`config.mk`:
```
export PLATFORM = sky130hd
export DESIGN_NAME = press_duration_classifier_stats_flat
export DESIGN_NICKNAME = d
export VERILOG_FILES = /design/src/sv/pdcs_pkg.sv /design/src/sv/pdcs_if.sv /design/src/sv/pdcs_div.sv /design/src/sv/press_duration_classifier_stats.sv /design/src/flat_wrapper.sv
export SDC_FILE = /design/constraint.sdc
export NUM_CORES = 1
export LEC_CHECK = 0
export BUFFER_PORTS_ARGS = -buffer_cell sky130_fd_sc_hd__clkbuf_2
export CAP_MARGIN = 20
export CORE_MARGIN = 2
export CORE_UTILIZATION = 50
export DETAILED_ROUTE_END_ITERATION = 8
export PLACE_DENSITY = 0.68
export SETUP_SLACK_MARGIN = 0.02
export SYNTH_ARGS = -nofsm -noshare
export SYNTH_HDL_FRONTEND = slang
export SYNTH_SLANG_ARGS = --single-unit
```
`constraint.sdc`:
```
create_clock -name clk -period 5.3 [get_ports clk]
set_input_delay 1.06 -clock clk [delete_from_list [all_inputs] [get_ports clk]]
set_output_delay 1.06 -clock clk [all_outputs]
set_load 0.02 [all_outputs]
```
`src/sv/pdcs_pkg.sv`:
```
package pdcs_pkg;

    localparam int TIME_W  = 32;
    localparam int THR_W   = 16;
    localparam int TALLY_W = 16;
    localparam int TOTAL_W = TALLY_W + 1;
    localparam int SUM_W   = TIME_W + 1;

    // One quotient bit is produced per divider step.
    localparam int DIV_STEPS = SUM_W;
    localparam int DIV_CNT_W = $clog2(DIV_STEPS + 1);

    localparam logic [THR_W-1:0] THRESHOLD_RESET = THR_W'(500);

    localparam logic REQ_SAMPLE = 1'b0;
    localparam logic REQ_REPORT = 1'b1;

    localparam logic KIND_PRESS  = 1'b0;
    localparam logic KIND_REPORT = 1'b1;

    typedef logic [TIME_W-1:0]  time_t;
    typedef logic [TALLY_W-1:0] tally_t;
    typedef logic [TOTAL_W-1:0] total_t;
    typedef logic [SUM_W-1:0]   sum_t;

endpackage

```
`src/sv/pdcs_if.sv`:
```
interface pdcs_req_if import pdcs_pkg::*; ();
    logic  valid;
    logic  ready;
    logic  req_type;
    logic  button_level;
    time_t now_ms;

    modport source (output valid, req_type, button_level, now_ms, input ready);
    modport sink (input valid, req_type, button_level, now_ms, output ready);
endinterface

interface pdcs_res_if import pdcs_pkg::*; ();
    logic   valid;
    logic   ready;
    logic   result_kind;
    time_t  press_duration_ms;
    logic   press_is_short;
    total_t total_count;
    tally_t short_count;
    tally_t long_count;
    time_t  average_ms;

    modport source (output valid, result_kind, press_duration_ms, press_is_short,
                    total_count, short_count, long_count, average_ms, input ready);
    modport sink (input valid, result_kind, press_duration_ms, press_is_short,
                  total_count, short_count, long_count, average_ms, output ready);
endinterface

```
`src/sv/pdcs_div.sv`:
```
module pdcs_div
    import pdcs_pkg::*;
(
    input  logic               clk,
    input  logic               rst_n,
    input  logic               start,
    input  sum_t               dividend,
    input  total_t             divisor,
    output logic               done,
    output sum_t               quotient
);

    // Restoring division, one quotient bit per cycle.
    sum_t                 quo_reg,  quo_next;
    total_t               rem_reg,  rem_next;
    total_t               dvs_reg,  dvs_next;
    logic [DIV_CNT_W-1:0] cnt_reg,  cnt_next;
    logic                 busy_reg, busy_next;
    logic                 done_reg, done_next;

    logic [TOTAL_W:0] shifted;
    logic [TOTAL_W:0] trial;

    always_comb
    begin
        shifted   = {rem_reg, quo_reg[SUM_W-1]};
        trial     = shifted - {1'b0, dvs_reg};
        quo_next  = quo_reg;
        rem_next  = rem_reg;
        dvs_next  = dvs_reg;
        cnt_next  = cnt_reg;
        busy_next = busy_reg;
        done_next = 1'b0;
        if (start)
        begin
            quo_next  = dividend;
            rem_next  = '0;
            dvs_next  = divisor;
            cnt_next  = DIV_CNT_W'(DIV_STEPS);
            busy_next = 1'b1;
        end
        else if (busy_reg)
        begin
            if (!trial[TOTAL_W])
            begin
                rem_next = trial[TOTAL_W-1:0];
                quo_next = {quo_reg[SUM_W-2:0], 1'b1};
            end
            else
            begin
                rem_next = shifted[TOTAL_W-1:0];
                quo_next = {quo_reg[SUM_W-2:0], 1'b0};
            end
            cnt_next = cnt_reg - DIV_CNT_W'(1);
            if (cnt_reg == DIV_CNT_W'(1))
            begin
                busy_next = 1'b0;
                done_next = 1'b1;
            end
        end
    end

    always_ff @(posedge clk or negedge rst_n)
    begin
        if (!rst_n)
        begin
            cnt_reg  <= '0;
            busy_reg <= 1'b0;
            done_reg <= 1'b0;
        end
        else
        begin
            cnt_reg  <= cnt_next;
            busy_reg <= busy_next;
            done_reg <= done_next;
        end
    end

    always_ff @(posedge clk)
    begin
        quo_reg <= quo_next;
        rem_reg <= rem_next;
        dvs_reg <= dvs_next;
    end

    assign done     = done_reg;
    assign quotient = quo_reg;

endmodule

```
`src/sv/press_duration_classifier_stats.sv`:
```
// Press duration classifier with windowed statistics.
//
// Requests arrive on the samples channel (valid/ready). A button sample
// carries the sampled level and a millisecond timestamp; a rising edge starts
// a press and a falling edge during a press produces one press result on the
// results channel with its duration and short/long class. A report request
// produces one report result with the short, long and total counts and the
// truncated average duration, and then clears the statistics.
//
// The block handles one request at a time. A sample passes through the edge
// state, and the classify and emit states when it ends a press; a report
// waits on the restoring divider, one quotient bit per cycle over a 33-bit
// dividend. A finished result sits in an output register, so a new request
// is taken while it waits; if the receiver stalls and a second result is
// ready, the sequencer holds in S_EMIT until the output register frees up.
//
// The user writes the threshold register through cfg_wr_en/cfg_wr_data only
// while the block is idle; the block does not enforce this. Reset sets the
// threshold to 500 ms and clears press tracking, tallies, sums, output valid.
module press_duration_classifier_stats
    import pdcs_pkg::*;
(
    input  logic             clk,
    input  logic             rst_n,
    input  logic             cfg_wr_en,
    input  logic [THR_W-1:0] cfg_wr_data,
    pdcs_req_if.sink         samples,
    pdcs_res_if.source       results
);

    localparam logic [2:0] S_IDLE  = 3'd0;
    localparam logic [2:0] S_EDGE  = 3'd1;
    localparam logic [2:0] S_CLASS = 3'd2;
    localparam logic [2:0] S_DIV   = 3'd3;
    localparam logic [2:0] S_EMIT  = 3'd4;

    logic [2:0] state_reg, state_next;

    // Threshold register and press tracking state.
    logic [THR_W-1:0] thr_reg,        thr_next;
    logic             prev_level_reg, prev_level_next;
    logic             active_reg,     active_next;
    time_t            start_reg,      start_next;

    // Statistics for the current window.
    tally_t short_tally_reg, short_tally_next;
    tally_t long_tally_reg,  long_tally_next;
    time_t  short_sum_reg,   short_sum_next;
    time_t  long_sum_reg,    long_sum_next;

    // The request being worked on.
    logic  req_reg,   req_next;
    logic  level_reg, level_next;
    time_t now_reg,   now_next;

    // Result being built.
    time_t  dur_reg,       dur_next;
    logic   is_short_reg,  is_short_next;
    total_t cap_total_reg, cap_total_next;
    tally_t cap_short_reg, cap_short_next;
    tally_t cap_long_reg,  cap_long_next;
    time_t  avg_reg,       avg_next;

    // Output register.
    logic   out_valid_reg, out_valid_next;
    logic   out_kind_reg,  out_kind_next;
    time_t  out_dur_reg,   out_dur_next;
    logic   out_short_reg, out_short_next;
    total_t out_total_reg, out_total_next;
    tally_t out_scnt_reg,  out_scnt_next;
    tally_t out_lcnt_reg,  out_lcnt_next;
    time_t  out_avg_reg,   out_avg_next;

    logic   div_start;
    logic   div_done;
    sum_t   div_quotient;
    sum_t   stat_sum;
    total_t stat_total;
    sum_t   add_wide;
    time_t  add_sat;
    logic   below_thr;
    logic   out_free;

    pdcs_div u_div (
        .clk      (clk),
        .rst_n    (rst_n),
        .start    (div_start),
        .dividend (stat_sum),
        .divisor  (stat_total),
        .done     (div_done),
        .quotient (div_quotient)
    );

    assign stat_sum   = {1'b0, short_sum_reg} + {1'b0, long_sum_reg};
    assign stat_total = {1'b0, short_tally_reg} + {1'b0, long_tally_reg};
    assign below_thr  = dur_reg < {{(TIME_W-THR_W){1'b0}}, thr_reg};
    assign out_free   = !out_valid_reg || results.ready;

    // The sum that a finished press adds to goes through one saturating adder.
    always_comb
    begin
        if (below_thr)
        begin
            add_wide = {1'b0, short_sum_reg} + {1'b0, dur_reg};
        end
        else
        begin
            add_wide = {1'b0, long_sum_reg} + {1'b0, dur_reg};
        end
        add_sat = add_wide[TIME_W] ? '1 : add_wide[TIME_W-1:0];
    end

    assign samples.ready = (state_reg == S_IDLE);

    always_comb
    begin
        state_next       = state_reg;
        thr_next         = cfg_wr_en ? cfg_wr_data : thr_reg;
        prev_level_next  = prev_level_reg;
        active_next      = active_reg;
        start_next       = start_reg;
        short_tally_next = short_tally_reg;
        long_tally_next  = long_tally_reg;
        short_sum_next   = short_sum_reg;
        long_sum_next    = long_sum_reg;
        req_next         = req_reg;
        level_next       = level_reg;
        now_next         = now_reg;
        dur_next         = dur_reg;
        is_short_next    = is_short_reg;
        cap_total_next   = cap_total_reg;
        cap_short_next   = cap_short_reg;
        cap_long_next    = cap_long_reg;
        avg_next         = avg_reg;
        out_valid_next   = out_valid_reg;
        out_kind_next    = out_kind_reg;
        out_dur_next     = out_dur_reg;
        out_short_next   = out_short_reg;
        out_total_next   = out_total_reg;
        out_scnt_next    = out_scnt_reg;
        out_lcnt_next    = out_lcnt_reg;
        out_avg_next     = out_avg_reg;
        div_start        = 1'b0;

        if (out_valid_reg && results.ready)
        begin
            out_valid_next = 1'b0;
        end

        unique case (state_reg)
            S_IDLE:
            begin
                if (samples.valid)
                begin
                    req_next   = samples.req_type;
                    level_next = samples.button_level;
                    now_next   = samples.now_ms;
                    state_next = S_EDGE;
                end
            end
            S_EDGE:
            begin
                if (req_reg == REQ_REPORT)
                begin
                    // Snapshot the window, start the average, clear the stats.
                    cap_total_next   = stat_total;
                    cap_short_next   = short_tally_reg;
                    cap_long_next    = long_tally_reg;
                    div_start        = 1'b1;
                    short_tally_next = '0;
                    long_tally_next  = '0;
                    short_sum_next   = '0;
                    long_sum_next    = '0;
                    state_next       = S_DIV;
                end
                else if (level_reg && !prev_level_reg)
                begin
                    active_next     = 1'b1;
                    start_next      = now_reg;
                    prev_level_next = 1'b1;
                    state_next      = S_IDLE;
                end
                else if (!level_reg && prev_level_reg && active_reg)
                begin
                    dur_next        = now_reg - start_reg;
                    active_next     = 1'b0;
                    prev_level_next = 1'b0;
                    state_next      = S_CLASS;
                end
                else
                begin
                    prev_level_next = level_reg;
                    state_next      = S_IDLE;
                end
            end
            S_CLASS:
            begin
                is_short_next = below_thr;
                if (below_thr)
                begin
                    if (short_tally_reg != '1)
                    begin
                        short_tally_next = short_tally_reg + TALLY_W'(1);
                    end
                    short_sum_next = add_sat;
                end
                else
                begin
                    if (long_tally_reg != '1)
                    begin
                        long_tally_next = long_tally_reg + TALLY_W'(1);
                    end
                    long_sum_next = add_sat;
                end
                state_next = S_EMIT;
            end
            S_DIV:
            begin
                if (div_done)
                begin
                    if (cap_total_reg == '0)
                    begin
                        avg_next = '0;
                    end
                    else if (div_quotient[SUM_W-1])
                    begin
                        avg_next = '1;
                    end
                    else
                    begin
                        avg_next = div_quotient[TIME_W-1:0];
                    end
                    state_next = S_EMIT;
                end
            end
            S_EMIT:
            begin
                if (out_free)
                begin
                    out_valid_next = 1'b1;
                    if (req_reg == REQ_REPORT)
                    begin
                        out_kind_next  = KIND_REPORT;
                        out_dur_next   = '0;
                        out_short_next = 1'b0;
                        out_total_next = cap_total_reg;
                        out_scnt_next  = cap_short_reg;
                        out_lcnt_next  = cap_long_reg;
                        out_avg_next   = avg_reg;
                    end
                    else
                    begin
                        out_kind_next  = KIND_PRESS;
                        out_dur_next   = dur_reg;
                        out_short_next = is_short_reg;
                        out_total_next = '0;
                        out_scnt_next  = '0;
                        out_lcnt_next  = '0;
                        out_avg_next   = '0;
                    end
                    state_next = S_IDLE;
                end
            end
            default:
            begin
                state_next = S_IDLE;
            end
        endcase
    end

    always_ff @(posedge clk or negedge rst_n)
    begin
        if (!rst_n)
        begin
            state_reg       <= S_IDLE;
            thr_reg         <= THRESHOLD_RESET;
            prev_level_reg  <= 1'b0;
            active_reg      <= 1'b0;
            start_reg       <= '0;
            short_tally_reg <= '0;
            long_tally_reg  <= '0;
            short_sum_reg   <= '0;
            long_sum_reg    <= '0;
            out_valid_reg   <= 1'b0;
        end
        else
        begin
            state_reg       <= state_next;
            thr_reg         <= thr_next;
            prev_level_reg  <= prev_level_next;
            active_reg      <= active_next;
            start_reg       <= start_next;
            short_tally_reg <= short_tally_next;
            long_tally_reg  <= long_tally_next;
            short_sum_reg   <= short_sum_next;
            long_sum_reg    <= long_sum_next;
            out_valid_reg   <= out_valid_next;
        end
    end

    always_ff @(posedge clk)
    begin
        req_reg       <= req_next;
        level_reg     <= level_next;
        now_reg       <= now_next;
        dur_reg       <= dur_next;
        is_short_reg  <= is_short_next;
        cap_total_reg <= cap_total_next;
        cap_short_reg <= cap_short_next;
        cap_long_reg  <= cap_long_next;
        avg_reg       <= avg_next;
        out_kind_reg  <= out_kind_next;
        out_dur_reg   <= out_dur_next;
        out_short_reg <= out_short_next;
        out_total_reg <= out_total_next;
        out_scnt_reg  <= out_scnt_next;
        out_lcnt_reg  <= out_lcnt_next;
        out_avg_reg   <= out_avg_next;
    end

    assign results.valid             = out_valid_reg;
    assign results.result_kind       = out_kind_reg;
    assign results.press_duration_ms = out_dur_reg;
    assign results.press_is_short    = out_short_reg;
    assign results.total_count       = out_total_reg;
    assign results.short_count       = out_scnt_reg;
    assign results.long_count        = out_lcnt_reg;
    assign results.average_ms        = out_avg_reg;

endmodule
```
`src/flat_wrapper.sv`:
```
// flat-port wrapper written by rule: the top's interface ports become plain ports
module press_duration_classifier_stats_flat import pdcs_pkg::*;
  (clk, rst_n, cfg_wr_en, cfg_wr_data, samples_valid, samples_req_type, samples_button_level, samples_now_ms, samples_ready, results_valid, results_result_kind, results_press_duration_ms, results_press_is_short, results_total_count, results_short_count, results_long_count, results_average_ms, results_ready);
  pdcs_req_if samples_i ();
  pdcs_res_if results_i ();
  input  logic clk;
  input  logic rst_n;
  input  logic cfg_wr_en;
  input  logic [THR_W-1:0] cfg_wr_data;
  input wire logic [$bits(samples_i.valid)-1:0] samples_valid;
  input wire logic [$bits(samples_i.req_type)-1:0] samples_req_type;
  input wire logic [$bits(samples_i.button_level)-1:0] samples_button_level;
  input wire logic [$bits(samples_i.now_ms)-1:0] samples_now_ms;
  output wire logic [$bits(samples_i.ready)-1:0] samples_ready;
  output wire logic [$bits(results_i.valid)-1:0] results_valid;
  output wire logic [$bits(results_i.result_kind)-1:0] results_result_kind;
  output wire logic [$bits(results_i.press_duration_ms)-1:0] results_press_duration_ms;
  output wire logic [$bits(results_i.press_is_short)-1:0] results_press_is_short;
  output wire logic [$bits(results_i.total_count)-1:0] results_total_count;
  output wire logic [$bits(results_i.short_count)-1:0] results_short_count;
  output wire logic [$bits(results_i.long_count)-1:0] results_long_count;
  output wire logic [$bits(results_i.average_ms)-1:0] results_average_ms;
  input wire logic [$bits(results_i.ready)-1:0] results_ready;
  assign samples_i.valid = samples_valid;
  assign samples_i.req_type = samples_req_type;
  assign samples_i.button_level = samples_button_level;
  assign samples_i.now_ms = samples_now_ms;
  assign samples_ready = samples_i.ready;
  assign results_valid = results_i.valid;
  assign results_result_kind = results_i.result_kind;
  assign results_press_duration_ms = results_i.press_duration_ms;
  assign results_press_is_short = results_i.press_is_short;
  assign results_total_count = results_i.total_count;
  assign results_short_count = results_i.short_count;
  assign results_long_count = results_i.long_count;
  assign results_average_ms = results_i.average_ms;
  assign results_i.ready = results_ready;
  press_duration_classifier_stats u_core (.clk(clk), .rst_n(rst_n), .cfg_wr_en(cfg_wr_en), .cfg_wr_data(cfg_wr_data), .samples(samples_i), .results(results_i));
endmodule
```
==> out/results.tsv, run 1 <==
metric	value	unit
status	finished clean	
slowest_delay	0.43	ns
netlist_area	24680	um^2
grt_max_degree	118	
layout.area.seq	13190	um^2
yosys.area_share.simple	14.59	%
hold_path_class	input port to async pin	
pin_count	172	
hpwl	38060	um
synthesis.nets	2496	
power.leakage	11.86	nW
synth_commonest_cells	edfxtp_1 (296), nor2_1 (219), o21ai_0 (173)	
yosys_warnings	0	
synth_top_family_by_area	simple AND/OR/NAND/NOR gates	
postCtsSetupBuffers	0	
synth.distinct_cells	74	
drcViolationCount	0	
htreeDepth	2	
report.final.setup_viol	0	
grt_pass1_vias	16670	
worstPathMaxFanout	29	
gr-usage-all-layers	20.87	%
path_depth	19	
yosysMostFrequentCell	edfxtp_1	
maxSlewViolCount	0	
worst_r2r_path_depth	19	
post_synth_xor_area_fraction	4.437	%
final_antenna_net_count	0	
portBuffers	171	
synth_compound_area_share	13.15	%
placed_cells	3064	
min_period	4.995	ns
max_slew_margin	33.14	%
cts_buffers	49	
ys_seq_area_share	53.45	%
synthFlopType	edfxtp_1	
layout-drive-gt1-share	14.73	%
hold_viol_final	0	
critPathArrivalTime	5.42	ns
dpl_cell_area	26280	um^2
syn_inst	2289	
fillers	4234	
fin_skew	0.02480	ns
setup_tns	0	ns
largest_register_ffs	33	
synth_fa_ha_area_share	7.859	%
ctsHoldBuffers	0	
cts_buffer_depth	3	
synthArstFlopShare	33.55	%
r2r_slack	0.30	ns
clockRootBuffer	clkbuf_16	
cts_sinks	471	
vias	17382	
fmax	0.2002	GHz
critPathLaunchType	register	
final_area	27950	um^2
grt_pass1_wl	85700	um
routed_wl	52970	um
routedWlPerCell	16.78	um
cp_slowest_cell	edfxtp_1	
yosys_register_bits	471	
cap_violations	0	
overflow	0	
worstPathBufferInverterCount	4	
place.gp.congestion	0.8771	
synth_mux_area_share	3.382	%
antenna_found_initial	0	
drt_iter0_markers	1211	
post_drt_via_cell_ratio	5.508	
powerDensity	522.7	nW/um^2
num_rows	81	
rsz0062_at_grt	yes	
critPathTopFamily	compound AO/OA/AOI/OAI gates	
core	48850	um^2
die_h	226.2	um
synth_top_area_share	36.02	%
cts_tree	built	
initial_core_util	50.51	%
worstPathRequired	5.73	ns
fin_nets	2660	
die_w	226.2	um
dr.pass1.iters	5	
worst_pin_slew	1.003	ns
period_share	94.25	%
cts_resized	0	
syn2layout_area_growth	13.27	%
synth_edf_count	296	
insertedDiodeCount	0	
avgSynthCellArea	10.78	um^2
yosysTopAreaCell	edfxtp_1	
ys_top_cells_by_area	edfxtp_1 (36%), dfrtp_1 (15%), ha_1 (7.5%)	
end_kind	register	
vdd_ir_drop_max	0.3391	mV
path_class	register to register	
clkTransAtPathRegs	0.06	ns
multi_input_area	10760	um^2
finalNonFillerCells	3156	
insertion_delay	0.59	ns
path_cells	ha_1 > a21o_1 > a211o_1 > a211oi_2 > o21ai_1 > inv_2 > buf_4 > buf_4 > mux2_2 > ha_1 > and2_1 > and3_1 > a221oi_1 > o21ai_2 > a221oi_4 > o21ai_2 > buf_12 > nor2_1 > o21ai_0	
die-area	51150	um^2
==> worst reg2reg max path, cell delays in order (launching register included) <==
cell and delay, ns:
edfxtp_1 0.43, ha_1 0.32, a21o_1 0.16, a211o_1 0.31, a211oi_2 0.27, o21ai_1 0.15
inv_2 0.21, buf_4 0.20, buf_4 0.23, mux2_2 0.37, ha_1 0.34, and2_1 0.20
and3_1 0.21, a221oi_1 0.29, o21ai_2 0.15, a221oi_4 0.37, o21ai_2 0.16, buf_12 0.19
nor2_1 0.17, o21ai_0 0.12
==> path summary, 6_finish.rpt <==
| path | start | endpoint |
|---|---|---|
| setup / recovery | u_core.dur_reg[1] | u_core.short_sum_reg[16] |
| hold reg to reg | u_core.u_div.rem_reg[9] | u_core.u_div.rem_reg[9] |
| min in group clk | u_core.u_div.rem_reg[9] | u_core.u_div.rem_reg[9] |
| hold / removal | rst_n | u_core.start_reg[3] |
| max in group asynchronous | rst_n | u_core.long_sum_reg[27] |
| setup reg to reg | u_core.dur_reg[1] | u_core.short_sum_reg[16] |
==> cell type report <==
cell class                      instances  area share [%]
Sequential cell                       471           47.19
Tap cell                              664           2.972
Clock buffer                           64           4.736
Timing Repair Buffer                  195           3.935
Inverter                              120           1.611
Clock inverter                         26           1.061
Multi-Input combinational cell       1616           38.50
==> stage by stage <==
| stage | utilization, % | total power, mW | setup WS [ns] | hold slack [ns] |
|---|---|---|---|---|
| after detailed placement | 53.80 | 11.13 | 0.08793 | 0.4763 |
| final | 57.22 | 14.61 | 0.3049 | 0.4580 |
| after CTS | 57.11 | 14.66 | 0.08923 | 0.4661 |
| after global placement | 53.80 | 10.94 | 0.2783 | 0.4698 |
| after global routing | 57.22 | 15.64 | 0.01124 | 0.5029 |
| after floorplan | - | 9.786 | 0.7510 | 0.4244 |
==> report_power, final <==
part           switching (mW)  total (mW)  internal, mW  leakage [nW]
clock                    1.42        3.47          2.06         0.788
combinational            3.37        5.64          2.27          6.07
sequential              0.486        5.50          5.01          5.00
==> cells in the final DEF, fill, tap and decap left out, types with 17 or more instances in the layout <==
cell type,instances
inv_1,117
o21ai_0,171
mux2_2,67
nand2b_1,18
and2_1,92
dfxtp_1,17
buf_4,20
a21oi_1,139
clkbuf_16,50
nor3_1,37
nor2_1,218
a21o_1,56
clkbuf_2,170
dfrtp_1,152
edfxtp_1,296
nand4_1,24
o21a_1,19
nand3_1,110
xnor2_1,80
and3_1,19
nor2b_1,45
xor2_1,44
ha_1,147
nand2_1,137
==> kinds of logic (layout without fill, tap and decap cells) <==
| family | after synthesis | in the layout |
|---|---|---|
| buffers and inverters | 202 | 405 |
| AOI/OAI and AO/OA | 521 | 521 |
| adders and majority gates | 152 | 152 |
| DFF | 471 | 471 |
| and+or+nand+nor | 743 | 743 |
| xor gates and xnor gates | 125 | 125 |
| muxes | 75 | 75 |
==> metal layers <==
| metal | routed length, um | GRT usage, % | part of all wire (%) |
|---|---|---|---|
| met1 | 25640 | 30.70 | 48 |
| met2 | 23930 | 32.47 | 45 |
| met3 | 2388 | 2.719 | 4.5 |
| met4 | 1018 | 5.985 | 1.9 |
| met5 | 0 | 0 | 0 |
Power figures use the tool's default switching activity.
==> run 2, diff against run 1 <==
PLACE_DENSITY = 0.77   (was 0.68)
clock period = 4.1 ns   (was 5.3 ns; I/O delays follow)
==> run 2 against run 1 <==
Effect of this change:
- the flow now finishes with violations (negative setup slack)
- critical path depth up 1
- sequential power increased by 29%
- via count grew 5.0%
- largest cell class unchanged
- highest routed layer unchanged
==> out/results.tsv, run 2 (synthesis results as in run 1) <==
metric	value	unit
status	finished, violations left	
violations	negative setup slack	
fmax	0.2209	GHz
die_w	226.2	um
place.gp.congestion	0.9090	
dr.pass1.iters	5	
drt_iter0_markers	1361	
critPathArrivalTime	5.03	ns
pin_count	172	
antenna_found_initial	0	
vdd_ir_drop_max	0.5079	mV
dpl_cell_area	27390	um^2
maxSlewViolCount	0	
fillers	3876	
final_antenna_net_count	0	
layout-drive-gt1-share	22.54	%
ctsHoldBuffers	0	
largest_register_ffs	33	
post_drt_via_cell_ratio	5.548	
core	48850	um^2
grt_pass1_vias	17842	
mostFrequentLayoutCells	edfxtp_1 (296), nor2_1 (192), clkbuf_2 (170)	
min_period	4.528	ns
grt_pass1_wl	90180	um
end_kind	register	
cts_tree	built	
cts_sinks	471	
setup_tns	-22.83	ns
powerDensity	679.4	nW/um^2
portBuffers	171	
mostFrequentLayoutCell	edfxtp_1	
hold_viol_final	0	
rsz0062_at_grt	yes	
overflow	0	
worstPathMaxFanout	7	
htreeDepth	2	
syn2layout_area_growth	20.72	%
period_share	110.4	%
cts_buffer_depth	3	
worstPathRequired	4.60	ns
hpwl	39730	um
report.final.setup_viol	64	
drcViolationCount	0	
final_area	29790	um^2
critPathLaunchType	register	
vias	18258	
grt_max_degree	119	
hold_path_class	input port to async pin	
cp_slowest_cell	o21ai_4	
max_slew_margin	34.76	%
cap_violations	0	
worst_pin_slew	0.9785	ns
die-area	51150	um^2
routedWlPerCell	17.02	um
fin_skew	0.02292	ns
path_class	register to register	
worst_slack	-0.4278	ns
cts_buffers	47	
power.leakage	12.64	nW
insertedDiodeCount	0	
initial_core_util	50.51	%
insertion_delay	0.60	ns
die_h	226.2	um
gr-usage-all-layers	21.90	%
routed_wl	56030	um
fin_nets	2795	
slowest_delay	0.40	ns
clkTransAtPathRegs	0.06	ns
num_rows	81	
clockRootBuffer	clkbuf_16	
path_cells	ha_1 > a21o_1 > a211o_1 > a211oi_4 > o21ai_2 > inv_2 > buf_12 > buf_4 > mux2_4 > ha_4 > buf_4 > o21ai_1 > a32oi_2 > a32oi_4 > o21ai_2 > a221oi_4 > o21ai_4 > clkbuf_16 > nor2_4 > o21ai_0	
## run 2: metrics by stage
stage | total power, mW | std cells | hold slack [ns] | util [%] | setup WS (ns)
3_3_place_gp | 14.74 | 3185 | 0.4710 | 56.07 | -0.4223
5_1_grt | 21.56 | 3291 | 0.3519 | 60.98 | -0.5691
4_1_cts | 19.85 | 3279 | 0.3061 | 60.18 | -0.3608
2_1_floorplan | 12.90 | 2289 | 0.4244 | - | -0.1796
6_report | 20.24 | 3291 | 0.2712 | 60.98 | -0.4278
3_5_place_dp | 15.09 | 3185 | 0.4786 | 56.07 | -0.5608
## run 2: worst paths after layout
path	slack, ns	cells after the start	start	end
max reg2reg	-0.43	20	u_core.dur_reg[1]	u_core.short_sum_reg[9]
min reg2reg	0.49	2	u_core.u_div.rem_reg[10]	u_core.u_div.rem_reg[10]
max	-0.43	20	u_core.dur_reg[1]	u_core.short_sum_reg[9]
max in group asynchronous	2.92	2	rst_n	u_core.short_tally_reg[9]
min	0.27	1	rst_n	u_core.start_reg[2]
min in group clk	0.40	1	samples_now_ms[11]	u_core.now_reg[11]
## run 2: routing by layer
layer	track usage, %	vias to the layer above	routed length (um)	share of wire (%)
met4	7.343	0	1747	3.1
met2	35.38	563	26090	47
met1	30.15	8714	25020	45
li1	-	8853	-	-
met3	3.578	128	3173	5.7
met5	0	-	0	0
## run 2: critical path, delay by kind of cell, from the launching register on
| kind | cells | cell delay, ns |
|---|---|---|
| flip-flops | 1 | 0.38 |
| buffers and inverters | 5 | 0.86 |
| AND/OR/NAND/NOR | 1 | 0.05 |
| AO/OA/AOI/OAI | 11 | 2.26 |
| multiplexers | 1 | 0.32 |
| adder cells (fa/ha/maj) | 2 | 0.57 |
## run 2: area by class of cell
| class | instances | area, um^2 | area share (%) |
|---|---|---|---|
| clock inverter | 21 | 275.3 | 0.9241 |
| timing repair buffer | 332 | 2236 | 7.506 |
| multi-input combinational | 1616 | 11490 | 38.58 |
| inverter | 120 | 450.4 | 1.512 |
| sequential | 471 | 13190 | 44.28 |
| tap | 664 | 830.8 | 2.789 |
| clock buffer | 67 | 1313 | 4.406 |
## run 2: repair_timing
| action | in CTS | in global routing |
|---|---|---|
| endpoints found under the setup margin | 64 | 64 |
| resized for setup | 66 | 70 |
| cloned | 1 | 3 |
| pin swaps | 17 | 16 |
| buffers inserted | 6 | 9 |
## run 2: report_power, final
part           leakage (nW)  internal, mW  switching [mW]  total (mW)
clock network         0.764          2.61            1.82        4.43
logic                  6.87          3.75            4.94        8.69
registers              5.00          6.48           0.642        7.12
total                  12.6          12.8            7.39        20.2
